==> src/rtl/core/rnf_pkg.sv <==
// Shared types and constants for the radix number formatter.
// No dependencies; imported by every rnf_* module and the top level.
`default_nettype none

package rnf_pkg;

  // Register map of the configuration port
  localparam int unsigned CfgIdxW = 2;
  localparam logic [CfgIdxW-1:0] REG_RADIX      = 2'd0;
  localparam logic [CfgIdxW-1:0] REG_CHARS_LOW  = 2'd1;
  localparam logic [CfgIdxW-1:0] REG_CHARS_HIGH = 2'd2;

  localparam int unsigned CfgDataW = 64;
  localparam int unsigned RadixW   = 5;
  localparam int unsigned DigitW   = 4;
  localparam int unsigned UnsW     = 32;   // unsigned mode uses the low word only
  localparam int unsigned PtrW     = 64;
  localparam int unsigned CharW    = 8;

  localparam logic [RadixW-1:0]   RadixRst     = 5'd10;
  localparam logic [CfgDataW-1:0] CharsLowRst  = 64'h3736_3534_3332_3130;  // "01234567"
  localparam logic [CfgDataW-1:0] CharsHighRst = 64'h6665_6463_6261_3938;  // "89abcdef"

  localparam int unsigned MaxDigitsDef    = 32;
  localparam int unsigned AlphabetSizeDef = 16;

  // Command to the bit-serial divider
  typedef struct packed {
    logic              load;   // take a new dividend
    logic              next;   // divide the held quotient again
    logic [RadixW-1:0] base;
    logic [UnsW-1:0]   value;
  } rnf_div_cmd_t;

  // Status from the bit-serial divider
  typedef struct packed {
    logic              busy;
    logic              done;   // one-cycle pulse, digit and qzero valid
    logic [DigitW-1:0] digit;
    logic              qzero;
  } rnf_div_res_t;

endpackage

`default_nettype wire

==> src/rtl/core/radix_number_formatter.sv <==
// Radix number formatter, top level: control sequencer, config regs, output word register.
// Depends on rnf_pkg, rnf_div_serial, rnf_digit_buf.
// Unsigned mode: each digit is a 32-bit serial divide plus writeback; each char is then
//   read from the digit store and emitted. Pointer mode: find the top nonzero nibble,
//   then 1 word per cycle. "(nil)": 5 words, 1 per cycle. Both rates hold unless stalled.
// Next word accepted once the last char sits in the output reg.
// Reset (async, active low) clears control and restores radix 10 and alphabet "0..9a..f".
`default_nettype none

module radix_number_formatter #(
  parameter int unsigned MAX_DIGITS    = rnf_pkg::MaxDigitsDef,
  parameter int unsigned ALPHABET_SIZE = rnf_pkg::AlphabetSizeDef
) (
  input  wire logic                          clk_i,
  input  wire logic                          rst_ni,
  // config write port
  input  wire logic                          cfg_we_i,
  input  wire logic [rnf_pkg::CfgIdxW-1:0]   cfg_idx_i,
  input  wire logic [rnf_pkg::CfgDataW-1:0]  cfg_data_i,
  // request stream
  input  wire logic                          s_axis_tvalid,
  output logic                               s_axis_tready,
  input  wire logic [rnf_pkg::PtrW-1:0]      s_axis_tdata,   // [63:0] number_value
  input  wire logic                          s_axis_tuser,   // [0] req_type
  // character stream
  output logic                               m_axis_tvalid,
  input  wire logic                          m_axis_tready,
  output logic [rnf_pkg::CharW-1:0]          m_axis_tdata,   // [7:0] out_char
  output logic                               m_axis_tlast    // last_char
);
  import rnf_pkg::*;

  localparam int unsigned AW = (MAX_DIGITS > 1) ? $clog2(MAX_DIGITS) : 1;
  localparam int unsigned CW = $clog2(MAX_DIGITS + 1);
  localparam int unsigned NibW = 5;                 // counts 0..16 hex digits
  localparam logic [NibW-1:0] PtrNibbles = 5'd16;
  localparam logic [RadixW-1:0] AlphaMax = RadixW'(ALPHABET_SIZE);
  localparam logic [RadixW-1:0] RadixMin = 5'd2;

  localparam logic [CharW-1:0] HexLower [16] = '{
    8'h30, 8'h31, 8'h32, 8'h33, 8'h34, 8'h35, 8'h36, 8'h37,
    8'h38, 8'h39, 8'h61, 8'h62, 8'h63, 8'h64, 8'h65, 8'h66
  };
  localparam logic [CharW-1:0] NilText [5] = '{8'h28, 8'h6e, 8'h69, 8'h6c, 8'h29};
  localparam logic [2:0]       NilLast     = 3'd4;
  localparam logic [CharW-1:0] ChZero      = 8'h30;
  localparam logic [CharW-1:0] ChX         = 8'h78;

  typedef enum logic [3:0] {
    S_IDLE, S_NIL, S_SKIP, S_PFX0, S_PFXX, S_HEX, S_DIV, S_RD, S_EMIT
  } state_e;

  state_e state_q;

  // config registers
  logic [RadixW-1:0]   radix_q;
  logic [CfgDataW-1:0] chars_low_q, chars_high_q;

  // sequencer state
  logic [CW-1:0]       n_q;        // digits stored so far
  logic [AW-1:0]       idx_q;      // readout position, MSD first
  logic [2:0]          nil_idx_q;
  logic [PtrW-1:0]     hex_q;      // pointer value, shifted left a nibble at a time
  logic [NibW-1:0]     nib_q;      // hex digits left

  logic [CharW-1:0]    out_data_q;
  logic                out_valid_q, out_last_q;

  rnf_div_cmd_t        div_cmd;
  rnf_div_res_t        div_res;
  logic [RadixW-1:0]   base;
  logic                out_free, in_acc, div_stop, buf_we, buf_re;
  logic                load_word;
  logic [DigitW-1:0]   buf_rdata;
  logic [2*CfgDataW-1:0] alpha;
  logic [CharW-1:0]    alpha_char;

  always_ff @(posedge clk_i or negedge rst_ni) begin
    if (!rst_ni) begin
      radix_q      <= RadixRst;
      chars_low_q  <= CharsLowRst;
      chars_high_q <= CharsHighRst;
    end else if (cfg_we_i) begin
      unique case (cfg_idx_i)
        REG_RADIX:      radix_q      <= cfg_data_i[RadixW-1:0];
        REG_CHARS_LOW:  chars_low_q  <= cfg_data_i;
        REG_CHARS_HIGH: chars_high_q <= cfg_data_i;
        default: ;  // unmapped index, write dropped
      endcase
    end
  end

  // effective base: clamp into 2..ALPHABET_SIZE
  always_comb begin
    if (radix_q < RadixMin) begin
      base = RadixMin;
    end else if (radix_q > AlphaMax) begin
      base = AlphaMax;
    end else begin
      base = radix_q;
    end
  end

  assign s_axis_tready = (state_q == S_IDLE);
  assign in_acc        = s_axis_tvalid && s_axis_tready;
  assign out_free      = !out_valid_q || m_axis_tready;

  // a new word enters the output register in every emitting state with room for it
  assign load_word = out_free && (state_q == S_NIL  || state_q == S_PFX0 ||
                                  state_q == S_PFXX || state_q == S_HEX  ||
                                  state_q == S_EMIT);

  // stop dividing on a zero quotient or when the digit store is full
  assign div_stop = div_res.qzero || (n_q == CW'(MAX_DIGITS - 1));

  always_comb begin
    div_cmd.load  = in_acc && !s_axis_tuser;
    div_cmd.next  = (state_q == S_DIV) && div_res.done && !div_stop;
    div_cmd.base  = base;
    div_cmd.value = s_axis_tdata[UnsW-1:0];
  end

  assign buf_we = (state_q == S_DIV) && div_res.done;
  assign buf_re = (state_q == S_RD);

  assign alpha      = {chars_high_q, chars_low_q};
  assign alpha_char = alpha[{buf_rdata, 3'b000} +: CharW];

  rnf_div_serial u_div (
    .clk_i  (clk_i),
    .rst_ni (rst_ni),
    .cmd_i  (div_cmd),
    .res_o  (div_res)
  );

  rnf_digit_buf #(
    .DEPTH (MAX_DIGITS)
  ) u_buf (
    .clk_i   (clk_i),
    .we_i    (buf_we),
    .waddr_i (n_q[AW-1:0]),
    .wdata_i (div_res.digit),
    .re_i    (buf_re),
    .raddr_i (idx_q),
    .rdata_o (buf_rdata)
  );

  // Sequencer and output word register
  always_ff @(posedge clk_i or negedge rst_ni) begin
    if (!rst_ni) begin
      state_q     <= S_IDLE;
      n_q         <= '0;
      idx_q       <= '0;
      nil_idx_q   <= '0;
      hex_q       <= '0;
      nib_q       <= '0;
      out_valid_q <= 1'b0;
      out_data_q  <= '0;
      out_last_q  <= 1'b0;
    end else begin
      out_valid_q <= load_word || (out_valid_q && !m_axis_tready);
      unique case (state_q)
        S_IDLE: begin
          if (in_acc) begin
            if (s_axis_tuser) begin
              if (s_axis_tdata == '0) begin
                nil_idx_q <= '0;
                state_q   <= S_NIL;
              end else begin
                hex_q   <= s_axis_tdata;
                nib_q   <= PtrNibbles;
                state_q <= S_SKIP;
              end
            end else begin
              n_q     <= '0;
              state_q <= S_DIV;
            end
          end
        end
        S_NIL: begin
          if (out_free) begin
            out_data_q  <= NilText[nil_idx_q];
            out_last_q  <= (nil_idx_q == NilLast);
            nil_idx_q   <= nil_idx_q + 1'b1;
            if (nil_idx_q == NilLast) begin
              state_q <= S_IDLE;
            end
          end
        end
        S_SKIP: begin
          // value is nonzero, so a nonzero top nibble turns up within 15 shifts
          if (hex_q[PtrW-1 -: DigitW] == '0) begin
            hex_q <= {hex_q[PtrW-DigitW-1:0], {DigitW{1'b0}}};
            nib_q <= nib_q - 1'b1;
          end else begin
            state_q <= S_PFX0;
          end
        end
        S_PFX0: begin
          if (out_free) begin
            out_data_q  <= ChZero;
            out_last_q  <= 1'b0;
            state_q     <= S_PFXX;
          end
        end
        S_PFXX: begin
          if (out_free) begin
            out_data_q  <= ChX;
            out_last_q  <= 1'b0;
            state_q     <= S_HEX;
          end
        end
        S_HEX: begin
          if (out_free) begin
            out_data_q  <= HexLower[hex_q[PtrW-1 -: DigitW]];
            out_last_q  <= (nib_q == NibW'(1));
            hex_q       <= {hex_q[PtrW-DigitW-1:0], {DigitW{1'b0}}};
            nib_q       <= nib_q - 1'b1;
            if (nib_q == NibW'(1)) begin
              state_q <= S_IDLE;
            end
          end
        end
        S_DIV: begin
          if (div_res.done) begin
            n_q <= n_q + 1'b1;
            if (div_stop) begin
              idx_q   <= n_q[AW-1:0];   // most significant digit
              state_q <= S_RD;
            end
          end
        end
        S_RD: begin
          state_q <= S_EMIT;
        end
        S_EMIT: begin
          if (out_free) begin
            out_data_q  <= alpha_char;
            out_last_q  <= (idx_q == '0);
            if (idx_q == '0) begin
              state_q <= S_IDLE;
            end else begin
              idx_q   <= idx_q - 1'b1;
              state_q <= S_RD;
            end
          end
        end
        default: state_q <= S_IDLE;
      endcase
    end
  end

  assign m_axis_tvalid = out_valid_q;
  assign m_axis_tdata  = out_data_q;
  assign m_axis_tlast  = out_last_q;

  // divider is never left running once the sequencer is back at idle
  a_div_idle: assert property (@(posedge clk_i) disable iff (!rst_ni)
    (state_q == S_IDLE) |-> !div_res.busy)
    else $error("divider busy while sequencer idle");

  // digit writes stay inside the store
  a_wr_range: assert property (@(posedge clk_i) disable iff (!rst_ni)
    buf_we |-> (n_q < CW'(MAX_DIGITS)))
    else $error("digit write past end of store");

  // hex emission never runs with an empty digit count
  a_hex_cnt: assert property (@(posedge clk_i) disable iff (!rst_ni)
    (state_q == S_HEX || state_q == S_SKIP) |-> (nib_q != '0))
    else $error("hex digit count exhausted");

  // the word register is never overwritten while a stalled word waits
  a_no_drop: assert property (@(posedge clk_i) disable iff (!rst_ni)
    (m_axis_tvalid && !m_axis_tready) |=> m_axis_tvalid && $stable(m_axis_tdata))
    else $error("pending output word lost");

endmodule

`default_nettype wire

==> src/rtl/core/rnf_div_serial.sv <==
// Bit-serial restoring divider: one dividend bit per cycle, one digit per pass.
// Depends on rnf_pkg.
`default_nettype none

module rnf_div_serial (
  input  wire logic                  clk_i,
  input  wire logic                  rst_ni,
  input  wire rnf_pkg::rnf_div_cmd_t cmd_i,
  output rnf_pkg::rnf_div_res_t      res_o
);
  import rnf_pkg::*;

  localparam int unsigned CntW = $clog2(UnsW);

  logic [UnsW-1:0]   quot_q;
  logic [DigitW-1:0] rem_q;
  logic [CntW-1:0]   cnt_q;
  logic              busy_q, done_q;
  logic [RadixW-1:0] base_q;

  logic [RadixW-1:0] shifted;
  logic              ge;

  // rem < base <= 16, so the shifted partial remainder fits in five bits
  assign shifted = {rem_q, quot_q[UnsW-1]};
  assign ge      = (shifted >= base_q);

  always_ff @(posedge clk_i or negedge rst_ni) begin
    if (!rst_ni) begin
      busy_q <= 1'b0;
      done_q <= 1'b0;
      cnt_q  <= '0;
    end else begin
      done_q <= 1'b0;
      if (cmd_i.load || cmd_i.next) begin
        busy_q <= 1'b1;
        cnt_q  <= '0;
      end else if (busy_q) begin
        cnt_q <= cnt_q + 1'b1;
        if (cnt_q == CntW'(UnsW - 1)) begin
          busy_q <= 1'b0;
          done_q <= 1'b1;
        end
      end
    end
  end

  always_ff @(posedge clk_i) begin
    if (cmd_i.load) begin
      quot_q <= cmd_i.value;
      base_q <= cmd_i.base;
      rem_q  <= '0;
    end else if (cmd_i.next) begin
      rem_q <= '0;
    end else if (busy_q) begin
      quot_q <= {quot_q[UnsW-2:0], ge};
      rem_q  <= ge ? DigitW'(shifted - base_q) : shifted[DigitW-1:0];
    end
  end

  assign res_o.busy  = busy_q;
  assign res_o.done  = done_q;
  assign res_o.digit = rem_q;
  assign res_o.qzero = (quot_q == '0);

endmodule

`default_nettype wire

==> src/rtl/core/rnf_digit_buf.sv <==
// Digit store: one write port, one registered read port.
// Depends on rnf_pkg.
`default_nettype none

module rnf_digit_buf #(
  parameter int unsigned DEPTH = rnf_pkg::MaxDigitsDef,
  localparam int unsigned AW   = (DEPTH > 1) ? $clog2(DEPTH) : 1
) (
  input  wire logic                      clk_i,
  input  wire logic                      we_i,
  input  wire logic [AW-1:0]             waddr_i,
  input  wire logic [rnf_pkg::DigitW-1:0] wdata_i,
  input  wire logic                      re_i,
  input  wire logic [AW-1:0]             raddr_i,
  output logic [rnf_pkg::DigitW-1:0]     rdata_o
);
  import rnf_pkg::*;

  logic [DigitW-1:0] mem_q [DEPTH];

  always_ff @(posedge clk_i) begin
    if (we_i) begin
      mem_q[waddr_i] <= wdata_i;
    end
    if (re_i) begin
      rdata_o <= mem_q[raddr_i];
    end
  end

endmodule

`default_nettype wire

==> config.mk <==
export PLATFORM = sky130hd
export DESIGN_NAME = radix_number_formatter
export DESIGN_NICKNAME = d
export VERILOG_FILES = /design/src/rtl/core/rnf_pkg.sv /design/src/rtl/core/radix_number_formatter.sv /design/src/rtl/core/rnf_div_serial.sv /design/src/rtl/core/rnf_digit_buf.sv
export SDC_FILE = /design/constraint.sdc
export NUM_CORES = 1
export LEC_CHECK = 0
export ABC_AREA = 1
export ABC_CLOCK_PERIOD_IN_PS = 2400
export BUFFER_PORTS_ARGS = -buffer_cell sky130_fd_sc_hd__buf_2
export CAP_MARGIN = 20
export CELL_PAD_IN_SITES_DETAIL_PLACEMENT = 1
export CELL_PAD_IN_SITES_GLOBAL_PLACEMENT = 1
export CORE_AREA = 2 2 222 224
export CTS_CLUSTER_SIZE = 12
export DETAILED_ROUTE_END_ITERATION = 16
export DIE_AREA = 0 0 224 226
export MAX_ROUTING_LAYER = met4
export PLACE_DENSITY_LB_ADDON = 0.2
export RECOVER_POWER = 100
export SYNTH_ARGS = -nofsm -noshare
export SYNTH_HDL_FRONTEND = slang
export SYNTH_SLANG_ARGS = --single-unit
==> constraint.sdc <==
create_clock -name clk_i -period 2.4 [get_ports clk_i]
set_input_delay 0.48 -clock clk_i [delete_from_list [all_inputs] [get_ports clk_i]]
set_output_delay 0.48 -clock clk_i [all_outputs]
set_load 0.005 [all_outputs]
==> out/qor.txt <==
Maxcap violations = 1
H-tree Lvls = 2
Post-Syn Nets = 2491
Inst Count DP = 3037
Final Hold Fails = 0
Number of global-route vias before repair = 16849
CTS Hold Bufs = 1
Final GP Congestion = 0.8407
WS Path Type = reg2reg
Fin Setup TNS = 0 ns
Initial antenna violation count = 3
Synth warnings = 0
Mapped cell area = 19540 um^2
WL final = 56760 um
Post-Layout Cell Count = 3126
Worst-Skew Late Latency = 0.58 ns
PortBufs = 146
Die area = 50620 um^2
Min-delay worst type = in2reg
Peak VDD IR = 627.4 uV
CTS resizes = 0
Final setup violation count = 0
Clk_skew = 0.01375 ns
Root buffer cell = clkbuf_16
Reg2Reg Setup Slack = 0.17 ns
First-pass GRT wire length = 91110 um
Largest net degree at the start of global routing = 129
R2r worst-path depth = 7
GRT Overall Usage = 23.51%
Post-CTS Setup Repair Bufs = 0
Slew Limit Headroom = -13.57%
TritonCTS clock tree = done
Initial core utilization = 40.41%
Max Slew Vio Count = 59
CP startpoint kind = flip-flop
CP Data Required Time = 2.63 ns
Pre-antenna DRT Iters = 5
Total gr overflow = 0
Avg WL per Cell = 18.16 um
Layout cell share with drive strength beyond 1 = 13.14%
Layout area overhead = 15.09%
Ys async rst share = 57.80%
Critical Path Fanout Max = 8
Die Ht = 226 um
Core Box Area = 48340 um^2
Power per cell area = 1167 nW/um^2
DP HPWL = 38900 um
Status = finished, violations left
Clock Pin Slew Worst Setup and Hold Paths = 0.06 ns
Hold slack = 0.1404 ns
CP Capture Type = flip-flop
F_max = 449.3 MHz
Least-Margin Pin Slew = 1.704 ns
Row count = 81
CTS max path bufs = 3
Netlist cell types = 43
Hold EP = chars_high_q[22]
Cells after Synth = 2331
Reg2reg start = state_q[3]
Io pins = 147
Share of the synthesized area in the top cell type = 25.98%
Final min period = 2.226 ns
Remaining DRCs = 0
Num Clock Sinks = 410
Hold depth = 3
Worst Path Arrival = 2.46 ns
Origin of the worst min-delay path = cfg_data_i[22]
Post-synthesis sequential area ratio = 57.11%
RSZ-0062 raised after global routing = false
Post-synth EDFFs = 169
Violated checks = max-capacitance violations, max-slew violations
Primary FF master, synth = dfrtp_1
Pleak = 10.37 nW
Vias per cell = 5.135
Area leader, netlist = edfxtp_1
Via count = 16052
#FFs+latches synth = 410
Die width = 224 um
Iteration-0 DRC Markers = 895
Synth Area per Inst = 8.382 um^2
Worst reg2reg endpoint = u_buf.mem_q[9][2]
CTS Buf Count = 47
Fin nets = 2625
Fillers = 5775
Area contributors post-synth = edfxtp_1, dfrtp_1, nand2_1
Final worst-path cycle share = 92.74%
Crit. Startpoint = state_q[3]
Detail Route Antenna Nets = 0
==> final cells by class <==
cell class | instances | area, um^2 | share of cell area [%]
clock inverters | 19 | 110.1 | 0.4897
repair buffers | 200 | 1184 | 5.264
clock buffers | 68 | 1358 | 6.038
inverters | 191 | 716.9 | 3.188
flip-flops and latches | 410 | 11160 | 49.63
diodes | 1 | 2.502 | 0.01113
multi-input cells | 1615 | 7177 | 31.92
well taps | 622 | 778.2 | 3.461
==> per-stage QoR <==
stage	total power [mW]	utilization (%)	cell area, um^2	worst slack, ns
4_1_cts	26.67	46.80	22630	0.2000
5_1_grt	28.15	46.51	22490	0.04481
3_5_place_dp	19.65	43.75	21150	0.1257
3_3_place_gp	19.29	43.75	21150	0.1744
2_1_floorplan	16.41	-	19540	0.06339
6_report	26.25	46.51	22490	0.1744
==> per-layer routing <==
layer	track usage [%]	up-vias	routed length, um
li1	-	7792	-
met1	30.91	7906	26000
met2	37.92	265	27050
met3	3.409	89	2284
met4	7.011	0	1430
met5	-	-	0
==> synthesized netlist by cell type (6+ instances only) <==
master / n
a21oi_1: 37
buf_1: 7
buf_2: 17
clkbuf_1: 85
dfrtp_1: 179
dfstp_2: 58
edfxtp_1: 169
ha_1: 23
inv_1: 177
inv_2: 9
nand2_1: 814
nand2_2: 6
nand3_1: 142
nand4_1: 12
nor2_1: 226
nor3_1: 7
o211ai_1: 22
o21ai_0: 273
o21ai_1: 9
xor2_1: 7
==> kinds of logic (layout without fill, tap and decap cells) <==
group	count (synthesis)	after routing	share of synthesized area, %
other cells	0	1	0
xor+xnor	12	12	0.5379
simple gates	1222	1222	24.99
fa+ha+maj	24	24	1.575
compound gates	357	357	9.638
buf+inv	306	478	6.148
flops	410	410	57.11
==> cells in the final DEF (no fill, tap or decap), types with 26 or more instances in the layout <==
cell type / netlist / routed
nand2_1: 814 / 814
inv_1: 177 / 178
nor2_1: 226 / 227
dfrtp_1: 179 / 178
a21oi_1: 37 / 37
clkbuf_1: 85 / 26
dfstp_2: 58 / 56
buf_2: 17 / 135
edfxtp_1: 169 / 169
o21ai_0: 273 / 280
nand3_1: 142 / 141
clkbuf_16: 0 / 49
==> worst max-delay path by stage <==
stage,endpoint,slack [ns],depth (start not counted)
6_report,u_buf.mem_q[9][2],0.17,7
3_5_place_dp,hex_q[20],0.13,12
4_1_cts,s_axis_tready,0.20,4
2_1_floorplan,u_div.quot_q[0],0.06,8
3_3_place_gp,hex_q[21],0.17,12
5_1_grt,u_buf.mem_q[13][0],0.04,7
==> sequential cells by signal, summed over array words and instances (netlist names), 3 cells and up <==
name / flops
u_buf.mem_q: 128
chars_high_q: 64
chars_low_q: 64
hex_q: 64
u_div.quot_q: 32
m_axis_tdata: 8
n_q: 6
idx_q: 5
nib_q: 5
radix_q: 5
u_div.base_q: 5
u_div.cnt_q: 5
state_q: 4
u_buf.rdata_o: 4
u_div.rem_q: 4
nil_idx_q: 3
==> report_power, final <==
group	switching [mW]	total (mW)	leakage, nW	internal [mW]
combinational	6.20	8.99	5.18	2.79
sequential	0.922	10.4	4.47	9.45
clock	2.87	6.88	0.720	4.01
total	10.0	26.2	10.4	16.2
==> critical path, stage by stage (launching register included) <==
cell and delay [ns]:
dfrtp_1 0.44, inv_1 0.12, nand2_2 0.09, nor2_2 0.14
nand2_1 0.12, inv_1 0.18, nand2_1 0.37, nor2_1 0.42
No activity file was read; power rests on OpenSTA's default activity.
